--- src/hw/rtl/cltok_pkg.sv ---
package cltok_pkg;

    // Result kinds
    localparam logic [2:0] KIND_TOKEN_BYTE = 3'd0;
    localparam logic [2:0] KIND_TOKEN_END  = 3'd1;
    localparam logic [2:0] KIND_SENT_BYTE  = 3'd2;
    localparam logic [2:0] KIND_SENT_END   = 3'd3;
    localparam logic [2:0] KIND_ERROR      = 3'd4;
    localparam logic [2:0] KIND_LINE_DONE  = 3'd5;

    // Error codes
    localparam logic [1:0] ERR_NOT_AFTER_BLANK = 2'd0;
    localparam logic [1:0] ERR_BAD_SENT_CHAR   = 2'd1;
    localparam logic [1:0] ERR_EMPTY_SENT      = 2'd2;
    localparam logic [1:0] ERR_BAD_ESCAPE      = 2'd3;

    // Special bytes
    localparam logic [7:0] CH_LT    = 8'h3C;
    localparam logic [7:0] CH_TAB   = 8'h09;
    localparam logic [7:0] CH_SPACE = 8'h20;
    localparam logic [7:0] CH_DQ    = 8'h22;
    localparam logic [7:0] CH_BS    = 8'h5C;

    // Results per input byte, and the group queue between front and back
    localparam int RES_MAX   = 4;
    localparam int RES_IW    = $clog2(RES_MAX);
    localparam int RES_CW    = $clog2(RES_MAX + 1);
    localparam int RES_NCAND = 5;   // candidate result slots in the front
    localparam int QDEPTH    = 4;
    localparam int QAW       = $clog2(QDEPTH);

    typedef struct packed {
        logic [2:0] kind;
        logic [7:0] data;
        logic [1:0] err;
    } t_res;

    typedef struct packed {
        t_res [RES_MAX-1:0] res;
        logic [RES_CW-1:0]  cnt;
    } t_grp;

    typedef struct packed {
        logic esc;
        logic inq;
        logic blrun;
        logic ltp;
        logic ltab;
        logic insent;
        logic senthas;
        logic tokhas;
        logic prevbl;
        logic linestart;
        logic drop;
    } t_fst;

    localparam t_fst FST_RESET = '{
        esc: 1'b0, inq: 1'b0, blrun: 1'b0, ltp: 1'b0, ltab: 1'b0,
        insent: 1'b0, senthas: 1'b0, tokhas: 1'b0,
        prevbl: 1'b1, linestart: 1'b1, drop: 1'b0
    };

endpackage

--- src/hw/rtl/cltok_front.sv ---
module cltok_front (
    input  logic                i_clk,
    input  logic                i_rst_n,
    input  logic                i_acc,
    input  logic [7:0]          i_ch,
    input  logic                i_last,
    output logic                o_qpush,
    output cltok_pkg::t_grp     o_grp
);

    cltok_pkg::t_fst r_st;
    cltok_pkg::t_fst n_st;

    // Candidate results in emission order: held '<', byte result,
    // line-end sentinel close, line-end token end, line done.
    cltok_pkg::t_res              cand [cltok_pkg::RES_NCAND];
    logic [cltok_pkg::RES_NCAND-1:0] cand_en;
    logic                         blank;
    logic                         proc;
    logic [cltok_pkg::RES_CW-1:0] cnt;

    assign blank = (i_ch == cltok_pkg::CH_SPACE) || (i_ch == cltok_pkg::CH_TAB);

    always_comb begin
        n_st    = r_st;
        cand_en = '0;
        proc    = 1'b0;
        for (int k = 0; k < cltok_pkg::RES_NCAND; k++) begin
            cand[k] = '0;
        end
        cand[0].kind = cltok_pkg::KIND_TOKEN_BYTE;
        cand[0].data = cltok_pkg::CH_LT;
        cand[4].kind = cltok_pkg::KIND_LINE_DONE;

        if (!r_st.drop) begin
            if (r_st.ltp) begin
                n_st.ltp = 1'b0;
                if (i_ch == cltok_pkg::CH_LT) begin
                    if (!r_st.ltab) begin
                        cand_en[1]  = 1'b1;
                        cand[1].kind = cltok_pkg::KIND_ERROR;
                        cand[1].err  = cltok_pkg::ERR_NOT_AFTER_BLANK;
                        n_st.drop   = 1'b1;
                    end else begin
                        n_st.insent  = 1'b1;
                        n_st.senthas = 1'b0;
                    end
                end else begin
                    cand_en[0]  = 1'b1;
                    n_st.tokhas = 1'b1;
                    proc        = 1'b1;
                end
            end else begin
                proc = 1'b1;
            end

            if (proc && !(n_st.blrun && blank)) begin
                if (!blank) begin
                    n_st.blrun = 1'b0;
                end
                if (n_st.insent) begin
                    cand_en[1] = 1'b1;
                    if (i_ch == cltok_pkg::CH_LT || i_ch == cltok_pkg::CH_DQ ||
                        i_ch == cltok_pkg::CH_BS) begin
                        cand[1].kind = cltok_pkg::KIND_ERROR;
                        cand[1].err  = cltok_pkg::ERR_BAD_SENT_CHAR;
                        n_st.drop    = 1'b1;
                    end else if (blank) begin
                        if (!n_st.senthas) begin
                            cand[1].kind = cltok_pkg::KIND_ERROR;
                            cand[1].err  = cltok_pkg::ERR_EMPTY_SENT;
                            n_st.drop    = 1'b1;
                        end else begin
                            cand[1].kind = cltok_pkg::KIND_SENT_END;
                            n_st.insent  = 1'b0;
                            n_st.senthas = 1'b0;
                            n_st.blrun   = 1'b1;
                        end
                    end else begin
                        cand[1].kind = cltok_pkg::KIND_SENT_BYTE;
                        cand[1].data = i_ch;
                        n_st.senthas = 1'b1;
                    end
                end else if (i_ch == cltok_pkg::CH_LT) begin
                    if (n_st.esc || i_last) begin
                        n_st.esc     = 1'b0;
                        cand_en[1]   = 1'b1;
                        cand[1].kind = cltok_pkg::KIND_TOKEN_BYTE;
                        cand[1].data = i_ch;
                        n_st.tokhas  = 1'b1;
                    end else begin
                        n_st.ltp  = 1'b1;
                        n_st.ltab = r_st.prevbl;
                    end
                end else if (i_ch == cltok_pkg::CH_BS || i_ch == cltok_pkg::CH_DQ) begin
                    if (n_st.esc) begin
                        n_st.esc     = 1'b0;
                        cand_en[1]   = 1'b1;
                        cand[1].kind = cltok_pkg::KIND_TOKEN_BYTE;
                        cand[1].data = i_ch;
                        n_st.tokhas  = 1'b1;
                    end else if (i_ch == cltok_pkg::CH_BS) begin
                        n_st.esc = 1'b1;
                    end else begin
                        n_st.inq = ~n_st.inq;
                    end
                end else if (n_st.esc) begin
                    // escape before a blank or an ordinary byte
                    cand_en[1]   = 1'b1;
                    cand[1].kind = cltok_pkg::KIND_ERROR;
                    cand[1].err  = cltok_pkg::ERR_BAD_ESCAPE;
                    n_st.drop    = 1'b1;
                end else if (blank && !n_st.inq) begin
                    if (!r_st.linestart) begin
                        cand_en[1]   = 1'b1;
                        cand[1].kind = cltok_pkg::KIND_TOKEN_END;
                    end
                    n_st.tokhas = 1'b0;
                    n_st.blrun  = 1'b1;
                end else begin
                    cand_en[1]   = 1'b1;
                    cand[1].kind = cltok_pkg::KIND_TOKEN_BYTE;
                    cand[1].data = i_ch;
                    n_st.tokhas  = 1'b1;
                end
            end

            n_st.prevbl    = blank;
            n_st.linestart = 1'b0;
        end

        if (i_last) begin
            if (!n_st.drop && n_st.insent) begin
                cand_en[2] = 1'b1;
                if (n_st.senthas) begin
                    cand[2].kind = cltok_pkg::KIND_SENT_END;
                end else begin
                    cand[2].kind = cltok_pkg::KIND_ERROR;
                    cand[2].err  = cltok_pkg::ERR_EMPTY_SENT;
                    n_st.drop    = 1'b1;
                end
            end
            if (!n_st.drop && n_st.tokhas) begin
                cand_en[3]   = 1'b1;
                cand[3].kind = cltok_pkg::KIND_TOKEN_END;
            end
            cand_en[4] = 1'b1;
            n_st       = cltok_pkg::FST_RESET;
        end
    end

    // Pack the enabled candidates into consecutive slots.
    always_comb begin
        cnt   = '0;
        o_grp = '0;
        for (int k = 0; k < cltok_pkg::RES_NCAND; k++) begin
            if (cand_en[k] && (cnt < cltok_pkg::RES_CW'(cltok_pkg::RES_MAX))) begin
                o_grp.res[cnt[cltok_pkg::RES_IW-1:0]] = cand[k];
                cnt = cnt + 1'b1;
            end
        end
        o_grp.cnt = cnt;
    end

    assign o_qpush = i_acc && (cnt != '0);

    always_ff @(posedge i_clk) begin
        if (!i_rst_n) begin
            r_st <= cltok_pkg::FST_RESET;
        end else if (i_acc) begin
            r_st <= n_st;
        end
    end

endmodule

--- src/hw/rtl/cltok_queue.sv ---
module cltok_queue (
    input  logic                i_clk,
    input  logic                i_rst_n,
    input  logic                i_push,
    input  cltok_pkg::t_grp     i_grp,
    output logic                o_full,
    input  logic                i_pop,
    output cltok_pkg::t_grp     o_head,
    output logic                o_empty
);

    cltok_pkg::t_grp             r_mem [cltok_pkg::QDEPTH];
    logic [cltok_pkg::QAW-1:0]   r_wp;
    logic [cltok_pkg::QAW-1:0]   r_rp;
    logic [cltok_pkg::QAW:0]     r_cnt;
    logic                        wr;
    logic                        rd;

    assign o_full  = (r_cnt == (cltok_pkg::QAW+1)'(cltok_pkg::QDEPTH));
    assign o_empty = (r_cnt == '0);
    assign o_head  = r_mem[r_rp];
    assign wr      = i_push && !o_full;
    assign rd      = i_pop && !o_empty;

    always_ff @(posedge i_clk) begin
        if (wr) begin
            r_mem[r_wp] <= i_grp;
        end
    end

    always_ff @(posedge i_clk) begin
        if (!i_rst_n) begin
            r_wp  <= '0;
            r_rp  <= '0;
            r_cnt <= '0;
        end else begin
            if (wr) begin
                r_wp <= r_wp + 1'b1;
            end
            if (rd) begin
                r_rp <= r_rp + 1'b1;
            end
            r_cnt <= r_cnt + (cltok_pkg::QAW+1)'(wr) - (cltok_pkg::QAW+1)'(rd);
        end
    end

endmodule

--- src/hw/rtl/cltok_back.sv ---
module cltok_back (
    input  logic                i_clk,
    input  logic                i_rst_n,
    input  logic                i_qempty,
    input  cltok_pkg::t_grp     i_qhead,
    output logic                o_qpop,
    input  logic                i_pop,
    output logic                o_empty,
    output logic [2:0]          o_kind,
    output logic [7:0]          o_data,
    output logic [1:0]          o_error_code,
    output logic                o_run_last
);

    logic                          r_valid;
    cltok_pkg::t_grp               r_grp;
    logic [cltok_pkg::RES_IW-1:0]  r_idx;
    logic                          is_last;
    logic                          take;
    cltok_pkg::t_res               cur;

    assign cur     = r_grp.res[r_idx];
    assign is_last = ((cltok_pkg::RES_CW)'(r_idx) + 1'b1) == r_grp.cnt;
    // Load the next group when none is held, or once the current one has given its last beat.
    assign take    = !r_valid || (i_pop && is_last);
    assign o_qpop  = take && !i_qempty;

    assign o_empty      = !r_valid;
    assign o_kind       = cur.kind;
    assign o_data       = cur.data;
    assign o_error_code = cur.err;
    assign o_run_last   = is_last;

    always_ff @(posedge i_clk) begin
        if (o_qpop) begin
            r_grp <= i_qhead;
        end
    end

    always_ff @(posedge i_clk) begin
        if (!i_rst_n) begin
            r_valid <= 1'b0;
            r_idx   <= '0;
        end else if (take) begin
            r_valid <= !i_qempty;
            r_idx   <= '0;
        end else if (i_pop) begin
            r_idx <= r_idx + 1'b1;
        end
    end

endmodule

--- src/hw/rtl/command_line_tokenizer.sv ---
// Channel   Handshake               Payload
// input     push / full             i_ch[7:0], i_line_last
// result    pop / empty             o_kind[2:0], o_data[7:0], o_error_code[1:0], o_run_last
//
// One byte is accepted per cycle while full is low; its 0 to 4 results are
// classified in that same cycle and, if any, written as one group into a 4-deep queue.
// The back end drains one result beat per cycle while pop is high; full rises
// only when the group queue fills. The first result of a byte passes through
// the group queue and the back end's group register before reaching the ports.
// Reset (i_rst_n low at a clock edge) clears the control state and empties the queue.
module command_line_tokenizer (
    input  logic        i_clk,
    input  logic        i_rst_n,
    input  logic        push,
    output logic        full,
    input  logic [7:0]  i_ch,
    input  logic        i_line_last,
    output logic        empty,
    input  logic        pop,
    output logic [2:0]  o_kind,
    output logic [7:0]  o_data,
    output logic [1:0]  o_error_code,
    output logic        o_run_last
);

    logic            acc;
    logic            q_push;
    logic            q_full;
    logic            q_pop;
    logic            q_empty;
    cltok_pkg::t_grp f_grp;
    cltok_pkg::t_grp q_head;

    // Accept a beat whenever the group queue has room.
    assign full = q_full;
    assign acc  = push && !q_full;

    // Front: track quote/escape/blank/sentinel state, build the result group.
    cltok_front u_front (
        .i_clk   (i_clk),
        .i_rst_n (i_rst_n),
        .i_acc   (acc),
        .i_ch    (i_ch),
        .i_last  (i_line_last),
        .o_qpush (q_push),
        .o_grp   (f_grp)
    );

    // Decouple front and back so each side can stall on its own.
    cltok_queue u_queue (
        .i_clk   (i_clk),
        .i_rst_n (i_rst_n),
        .i_push  (q_push),
        .i_grp   (f_grp),
        .o_full  (q_full),
        .i_pop   (q_pop),
        .o_head  (q_head),
        .o_empty (q_empty)
    );

    // Back: hold a group and hand out its results one beat at a time.
    cltok_back u_back (
        .i_clk        (i_clk),
        .i_rst_n      (i_rst_n),
        .i_qempty     (q_empty),
        .i_qhead      (q_head),
        .o_qpop       (q_pop),
        .i_pop        (pop),
        .o_empty      (empty),
        .o_kind       (o_kind),
        .o_data       (o_data),
        .o_error_code (o_error_code),
        .o_run_last   (o_run_last)
    );

`ifndef SYNTHESIS
    // Queued groups never carry zero results.
    a_grp_nonempty: assert property (@(posedge i_clk) disable iff (!i_rst_n)
        !q_empty |-> (q_head.cnt != '0))
        else $error("empty result group in queue");

    // Line done always closes the run of its byte.
    a_line_done_last: assert property (@(posedge i_clk) disable iff (!i_rst_n)
        (!empty && o_kind == cltok_pkg::KIND_LINE_DONE) |-> o_run_last)
        else $error("line done not last result of its byte");

    // Only byte-carrying kinds have nonzero data.
    a_data_zero: assert property (@(posedge i_clk) disable iff (!i_rst_n)
        (!empty && o_kind != cltok_pkg::KIND_TOKEN_BYTE &&
         o_kind != cltok_pkg::KIND_SENT_BYTE) |-> (o_data == 8'd0))
        else $error("nonzero data on non-byte result");
`endif

endmodule

--- config.mk ---
export PLATFORM = sky130hd
export DESIGN_NAME = command_line_tokenizer
export DESIGN_NICKNAME = d
export VERILOG_FILES = /design/src/hw/rtl/cltok_pkg.sv /design/src/hw/rtl/cltok_front.sv /design/src/hw/rtl/cltok_queue.sv /design/src/hw/rtl/cltok_back.sv /design/src/hw/rtl/command_line_tokenizer.sv
export SDC_FILE = /design/constraint.sdc
export NUM_CORES = 1
export LEC_CHECK = 0
export ABC_AREA = 1
export BUFFER_PORTS_ARGS = -buffer_cell sky130_fd_sc_hd__buf_4
export CAP_MARGIN = 20
export CORE_MARGIN = 1.5
export CORE_UTILIZATION = 62
export DETAILED_ROUTE_END_ITERATION = 10
export PLACE_DENSITY = 0.88
export SLEW_MARGIN = 15
export SYNTH_ARGS = -nofsm -noshare
export SYNTH_HDL_FRONTEND = slang
export SYNTH_SLANG_ARGS = --single-unit
--- constraint.sdc ---
create_clock -name i_clk -period 7.76 [get_ports i_clk]
set_input_delay 1.552 -clock i_clk [delete_from_list [all_inputs] [get_ports i_clk]]
set_output_delay 1.552 -clock i_clk [all_outputs]
set_load 0.02 [all_outputs]
== Word level (Yosys, flattened, before mapping) ==
Memories as Yosys holds them, arrays and structs flattened. A register that Yosys moved wholly into a read port is not among the register bits.
Cells that the tools add are included.

* Register bits: 21
* RAM bits: 220
* Output and inout bits: 16
* Memories kept: 1

{| class="wikitable"
|+ Memory list
! name !! depth !! bits a word !! read ports !! clocked after Yosys merged registers in !! write ports !! RTL line !! RTL
|-
| u_queue.r_mem || 4 || 55 || 1 || 1 || 1 || cltok_queue.sv:12 || <nowiki>cltok_pkg::t_grp r_mem [cltok_pkg::QDEPTH];</nowiki>
|}

* $add $sub $neg: 10
* Order comparisons: 13
* Eq/ne operators: 14
* Muxes and demuxes: 128
* Bitwise logic cells: 5
* Reductions and logical operators: 44

{| class="wikitable"
|+ Operators by type and width
! cell !! number
|-
| 2-to-1 mux 52 bit || 4
|-
| bitwise mux 52 bit || 3
|-
| demux 13 bit (select 2 bit) || 4
|-
| 2-to-1 mux 13 bit || 8
|-
| 2-to-1 mux 11 bit || 6
|-
| 2-to-1 mux 3 bit || 19
|-
| 2-to-1 mux 1 bit || 56
|-
| 2-to-1 mux 8 bit || 6
|-
| AND 44 bit || 1
|-
| NOT 44 bit || 1
|-
| 2-to-1 mux 2 bit || 20
|-
| binary-select mux 13 bit (select 2 bit) || 1
|-
| == test 8 x 6 -> 1 bit (second input constant) || 3
|-
| logical AND 1 bit || 19
|-
| < comparator 2 x 3 -> 1 bit (second input constant) || 4
|-
| != test 2 bit (second input constant) || 6
|-
| AND reduction 6 bit || 2
|-
| adder 3 x 1 -> 3 bit (second input constant) || 3
|-
| < comparator 3 bit (second input constant) || 3
|-
| == test 8 x 4 -> 1 bit (second input constant) || 1
|-
| == test 8 x 7 -> 1 bit (second input constant) || 1
|-
| bitwise OR 8 bit || 1
|-
| AND reduction 8 bit || 1
|-
| logical NOT 1 bit || 7
|-
| 20 further kinds || 34
|}

== Longest topological paths before layout ==
* Depth in word-level cells: 31
* Depth in mapped cells: 33
* Gate-level depth less buffers: 33

== Modules after synthesis ==
From an unflattened synthesis, not the netlist that was laid out.

* Cells, all modules: 1116
* Area total of the unflattened synthesis: 13017.5 um^2

{| class="wikitable"
|+ By module, submodules not included
! module !! instances !! cells an instance !! area an instance (um^2) !! seq. area each (um^2)
|-
| cltok_queue || 1 || 600 || 8677.1 || 6786.5
|-
| cltok_back || 1 || 156 || 2215.9 || 1711.6
|-
| cltok_front || 1 || 358 || 2114.5 || 220.2
|-
| command_line_tokenizer || 1 || 2 || 10.0 || 0.0
|}

== Worst setup path before layout ==
Ideal clock, no wire load.

* Path type: input to register
* Start point: input i_ch[7]
* End point: memory u_queue.r_mem[0][0] (netlist name), enable pin
* Arrival time: 5883 ps
* Required time: 7329 ps
* Setup slack: 1446 ps
* Stages: 25
* Cell sequence: nor2_1 -> nand3_1 -> o21ai_4 -> nand2_1 -> nor2_1 -> o21a_1 -> nor2_1 -> o22ai_1 -> nor2_1 -> ha_1 -> nand3_2 -> nand2_2 -> inv_1 -> ha_1 -> inv_1 -> nand4_1 -> nand2_2 -> inv_1 -> ha_1 -> inv_1 -> nand2_1 -> nand2_2 -> nand3_4 -> nand2_2 -> nor2_1

* Word-level cells in the longest chain between the ends: 28
* Elaborated cells on any way between the ends: 87
* Classes of those cells: add/sub (4); order compare (4); eq/ne (5); mux (55); reduce/logical (19)

{| class="wikitable"
|+ RTL lines
! item !! RTL line !! RTL
|-
| start, declared || command_line_tokenizer.sv:16 || <nowiki>input logic [7:0] i_ch,</nowiki>
|-
| parallel branches: the longest is 19 deep, another holds == test 8 x 6 -> 1 bit || n/a ||
|-
| 2-to-1 mux 3 bit * || cltok_front.sv:157 || <nowiki>if (cand_en[k] && (cnt < cltok_pkg::RES_CW'(cltok_pkg::RES_MAX))) begin</nowiki>
|-
| < comparator 3 bit || cltok_front.sv:157 ||
|-
| logical AND 1 bit || cltok_front.sv:157 ||
|-
| 2-to-1 mux 3 bit * || cltok_front.sv:157 ||
|-
| nonzero test 3 bit * || cltok_front.sv:165 || <nowiki>assign o_qpush = i_acc && (cnt != '0);</nowiki>
|-
| logical AND 1 bit * || cltok_front.sv:165 ||
|-
| logical AND 1 bit * || cltok_queue.sv:22 || <nowiki>assign wr = i_push && !o_full;</nowiki>
|-
| 2-to-1 mux 1 bit * || cltok_queue.sv:26 || <nowiki>if (wr) begin</nowiki>
|-
| 2-to-1 mux 1 bit (not written as such) * || cltok_queue.sv:27 || <nowiki>r_mem[r_wp] <= i_grp;</nowiki>
|-
| end, declared || cltok_queue.sv:12 ||
|}

Mark *: on every way between the ends. The select of a mux whose other input is x is not followed.

== Final worst setup path ==
* Start point: input i_ch[0]
* End point: register u_queue.r_cnt[2] (netlist name)

* Word-level cells in the longest chain between the ends: 28
* Elaborated cells on any way between the ends: 87
* Classes of those cells: add/sub (6); order compare (4); eq/ne (5); mux (53); reduce/logical (19)

{| class="wikitable"
|+ RTL lines
! item !! RTL line !! RTL
|-
| parallel branches: the longest is 19 deep, another holds == test 8 x 6 -> 1 bit || n/a ||
|-
| 2-to-1 mux 3 bit * || cltok_front.sv:157 ||
|-
| < comparator 3 bit || cltok_front.sv:157 ||
|-
| logical AND 1 bit || cltok_front.sv:157 ||
|-
| 2-to-1 mux 3 bit * || cltok_front.sv:157 ||
|-
| nonzero test 3 bit * || cltok_front.sv:165 ||
|-
| logical AND 1 bit * || cltok_front.sv:165 ||
|-
| logical AND 1 bit * || cltok_queue.sv:22 ||
|-
| named net u_queue.wr || cltok_queue.sv:16 || <nowiki>logic wr;</nowiki>
|-
| adder 3 x 1 -> 3 bit * || cltok_queue.sv:43 || <nowiki>r_cnt <= r_cnt + (cltok_pkg::QAW+1)'(wr) - (cltok_pkg::QAW+1)'(rd);</nowiki>
|-
| subtractor 3 x 1 -> 3 bit * || cltok_queue.sv:43 ||
|-
| end signal, assigned || cltok_queue.sv:43 ||
|-
| end, declared || cltok_queue.sv:15 || <nowiki>logic [cltok_pkg::QAW:0] r_cnt;</nowiki>
|}

Mark *: on every way through the listed nets, which the timed path passes. The select of a mux whose other input is x is not followed.
A chain may end at the register's enable or synchronous reset.

==> impl_metrics.json <==
{
  "seq_area_frac_synth": 0.6429,
  "top_usage_layer": "met2",
  "cts_buffers": 20,
  "netlist_instances": 859,
  "slew_headroom": 0.4689,
  "async_flop_share": 0,
  "worstHoldPathType": "register to register",
  "die_w_um": 125.4,
  "rsz0062_at_grt": "false",
  "synthMuxAreaShare": 0,
  "grtUsageMet1": 0.3352,
  "cp_max_fo": 5,
  "synth.avg_cell_area_um2": 10.82,
  "vias": 6574,
  "synth_cell_types": 42,
  "crit_slowest_cell": "fa_1",
  "core-area_um2": 14590,
  "finClkSkew_ns": 0.01068,
  "via_per_inst": 6.081,
  "period_needed_ns": 5.499,
  "drt_iter0_markers": 810,
  "mostFrequentLayoutCell": "edfxtp_1",
  "final_cells": 1081,
  "setup_violations": 0,
  "synth_ff_type": "edfxtp_1",
  "final-hold-violation-count": 0,
  "max_freq_mhz": 181.9,
  "ir_drop_v": 0.0001683,
  "syn_nets": 890,
  "grt_max_degree": 79,
  "status": "completed",
  "htree_num_levels": 1,
  "num_io_pins": 29,
  "cts_tree": "built",
  "grt_util_met3": 0.03637,
  "setup-tns-final_ns": 0,
  "drv_cap": 0,
  "synthesis.area_um2": 9295,
  "endpoint_kind": "register",
  "n_antenna_cell": 0,
  "place_hpwl_mm": 12.52,
  "synthSimpleGateAreaFrac": 0.1640,
  "path_clk_slew_ns": 0.06,
  "ctsHoldBuffers": 0,
  "startpoint_type": "input port",
  "io_buffer_count": 28,
  "grt.total_usage": 0.2528,
  "initial_core_util": 0.6371,
  "cp.arrival_ns": 5.91,
  "syn_to_final_growth_pct": 12.13,
  "die_area_um2": 15740,
  "drc": 0,
  "synth_compound_area_frac": 0.1191,
  "cellPowerDensity_nw_per_um2": 347.7,
  "grt_pass1_vias": 6325,
  "synth-edff-count": 185,
  "wirelength_mm": 20.44,
  "worstSkewPairLatency_ns": 0.48,
  "post_cts_resized": 0,
  "final_cell_mix": "edfxtp_1, nor2_1, o21ai_0, nand2_1, inv_1",
  "gr-total-overflow": 0,
  "cts_buffer_depth": 3,
  "nets": 917,
  "routabilityCongestion": 0.9454,
  "clockRootBuffer": "clkbuf_16",
  "required_ns": 8.17,
  "ys_ff_latch": 206,
  "synth_xor_area_frac": 0.004711,
  "wl_per_cell_um": 18.91,
  "post-place-cells": 1042,
  "ant_nets": 0,
  "dr.pass1.iters": 7,
  "drv_slew": 0,
  "worst_pin_slew_ns": 0.7955,
  "grt_pass1_wl_mm": 31.66,
  "fp-row-count": 44,
  "fin_crit_sh": 0.7086,
  "die-height_um": 125.4,
  "final_layout_size_suffix_gt1_frac": 0.1427,
  "post_cts_buffers": 0,
  "numClockSinks": 206,
  "antenna_found_initial": 0,
  "use_met2": 0.4313,
  "synthAdderAreaFrac": 0.02504,
  "synth_warnings": 0,
  "critPathMaxStageDelay_ns": 0.38,
  "p_leak_nw": 3.993,
  "synth_top_family_by_area": "simple AND/OR/NAND/NOR gates",
  "crit_type": "input port to register"
}
==> path summary, 6_finish.rpt <==
| path | from | to | slack (ns) | depth (start not counted) |
|---|---|---|---|---|
| max | i_ch[0] | u_queue.r_cnt[2]$_SDFF_PN0_ | 2.26 | 31 |
| min | u_front.r_st[3]$_SDFFE_PN0P_ | u_front.r_st[3]$_SDFFE_PN0P_ | 0.49 | 2 |
| max reg2reg | u_front.r_st[10]$_SDFFE_PN0P_ | u_queue.r_cnt[2]$_SDFF_PN0_ | 3.39 | 28 |
| min reg2reg | u_front.r_st[3]$_SDFFE_PN0P_ | u_front.r_st[3]$_SDFFE_PN0P_ | 0.49 | 2 |
==> registers in the layout, summed over array words and instances, names as in the netlist <==
register / flops
u_back.r_valid: 1
u_queue.r_cnt: 3
u_queue.r_mem: 148
u_queue.r_wp: 2
u_queue.r_rp: 2
u_back.r_idx: 2
u_back.r_grp: 37
u_front.r_st: 11
==> stage by stage <==
step	setup slack [ns]	area [um2]	util	hold slack (ns)	power, mW
2_1_floorplan	1.446	9295	-	0.4555	2.327
3_3_place_gp	1.747	9676	0.6632	0.4793	2.601
3_5_place_dp	1.573	9676	0.6632	0.4889	2.663
4_1_cts	2.037	10280	0.7048	0.4972	3.573
5_1_grt	1.735	10420	0.7144	0.5290	3.791
6_report	2.261	10420	0.7144	0.4892	3.624
==> report_power, final <==
group          total [mW]  switching, mW  internal, mW
logic                1.07          0.748         0.326
clock network       0.909          0.385         0.524
registers            1.64         0.0790          1.56
==> synthesized netlist by cell type (2+ instances only) <==
library cell,number,area (um2)
nor2_1,159,596.8
nor3_1,3,15.01
nand2_4,3,33.78
inv_1,66,247.7
a21oi_4,2,32.53
o211ai_1,3,22.52
o2111ai_1,2,17.52
o21a_1,2,15.01
a211oi_1,2,15.01
nand2_2,22,137.6
nor2_4,5,56.30
clkbuf_1,31,116.4
nand3_2,7,70.07
nand2_1,87,326.6
nor4_1,2,12.51
xnor2_1,2,17.52
xor2_1,3,26.28
a21oi_1,27,135.1
nand3_4,2,35.03
dfxtp_1,21,420.4
ha_1,17,212.7
o22ai_1,43,269.0
nor2_2,4,25.02
nand3_1,24,120.1
nand4_2,2,25.02
clkinv_1,2,7.510
inv_2,8,30.03
edfxtp_1,185,5555
o21ai_0,104,520.5
nand4_1,7,43.79
==> critical path: cells and delay by family <==
family | cells | cell delay, ns
AOI/OAI and AO/OA | 5 | 0.68
adders and majority gates | 5 | 1.40
buffers and inverters | 7 | 0.53
and+or+nand+nor | 14 | 1.74
==> per-layer routing <==
| layer | vias up | part of all wire |
|---|---|---|
| met5 | - | 0 |
| met4 | 0 | 0.027 |
| met3 | 52 | 0.080 |
| met2 | 373 | 0.49 |
| met1 | 3092 | 0.40 |
| li1 | 3057 | - |
==> cells by family after synthesis <==
| logic type | count (synthesis) |
|---|---|
| xor gates and xnor gates | 5 |
| and+or+nand+nor | 329 |
| adders and majority gates | 18 |
| AOI/OAI and AO/OA | 192 |
| buffers and inverters | 109 |
| DFF | 206 |
==> cell type report <==
cell class	count	area, um2
sequential	206	5977
fill	943	4167
multi-input combinational	544	2945
clock buffer	24	536.8
timing repair buffer	37	372.9
inverter	77	290.3
tap	184	230.2
clock inverter	9	70.07
No activity file was read; power rests on OpenSTA's default activity.
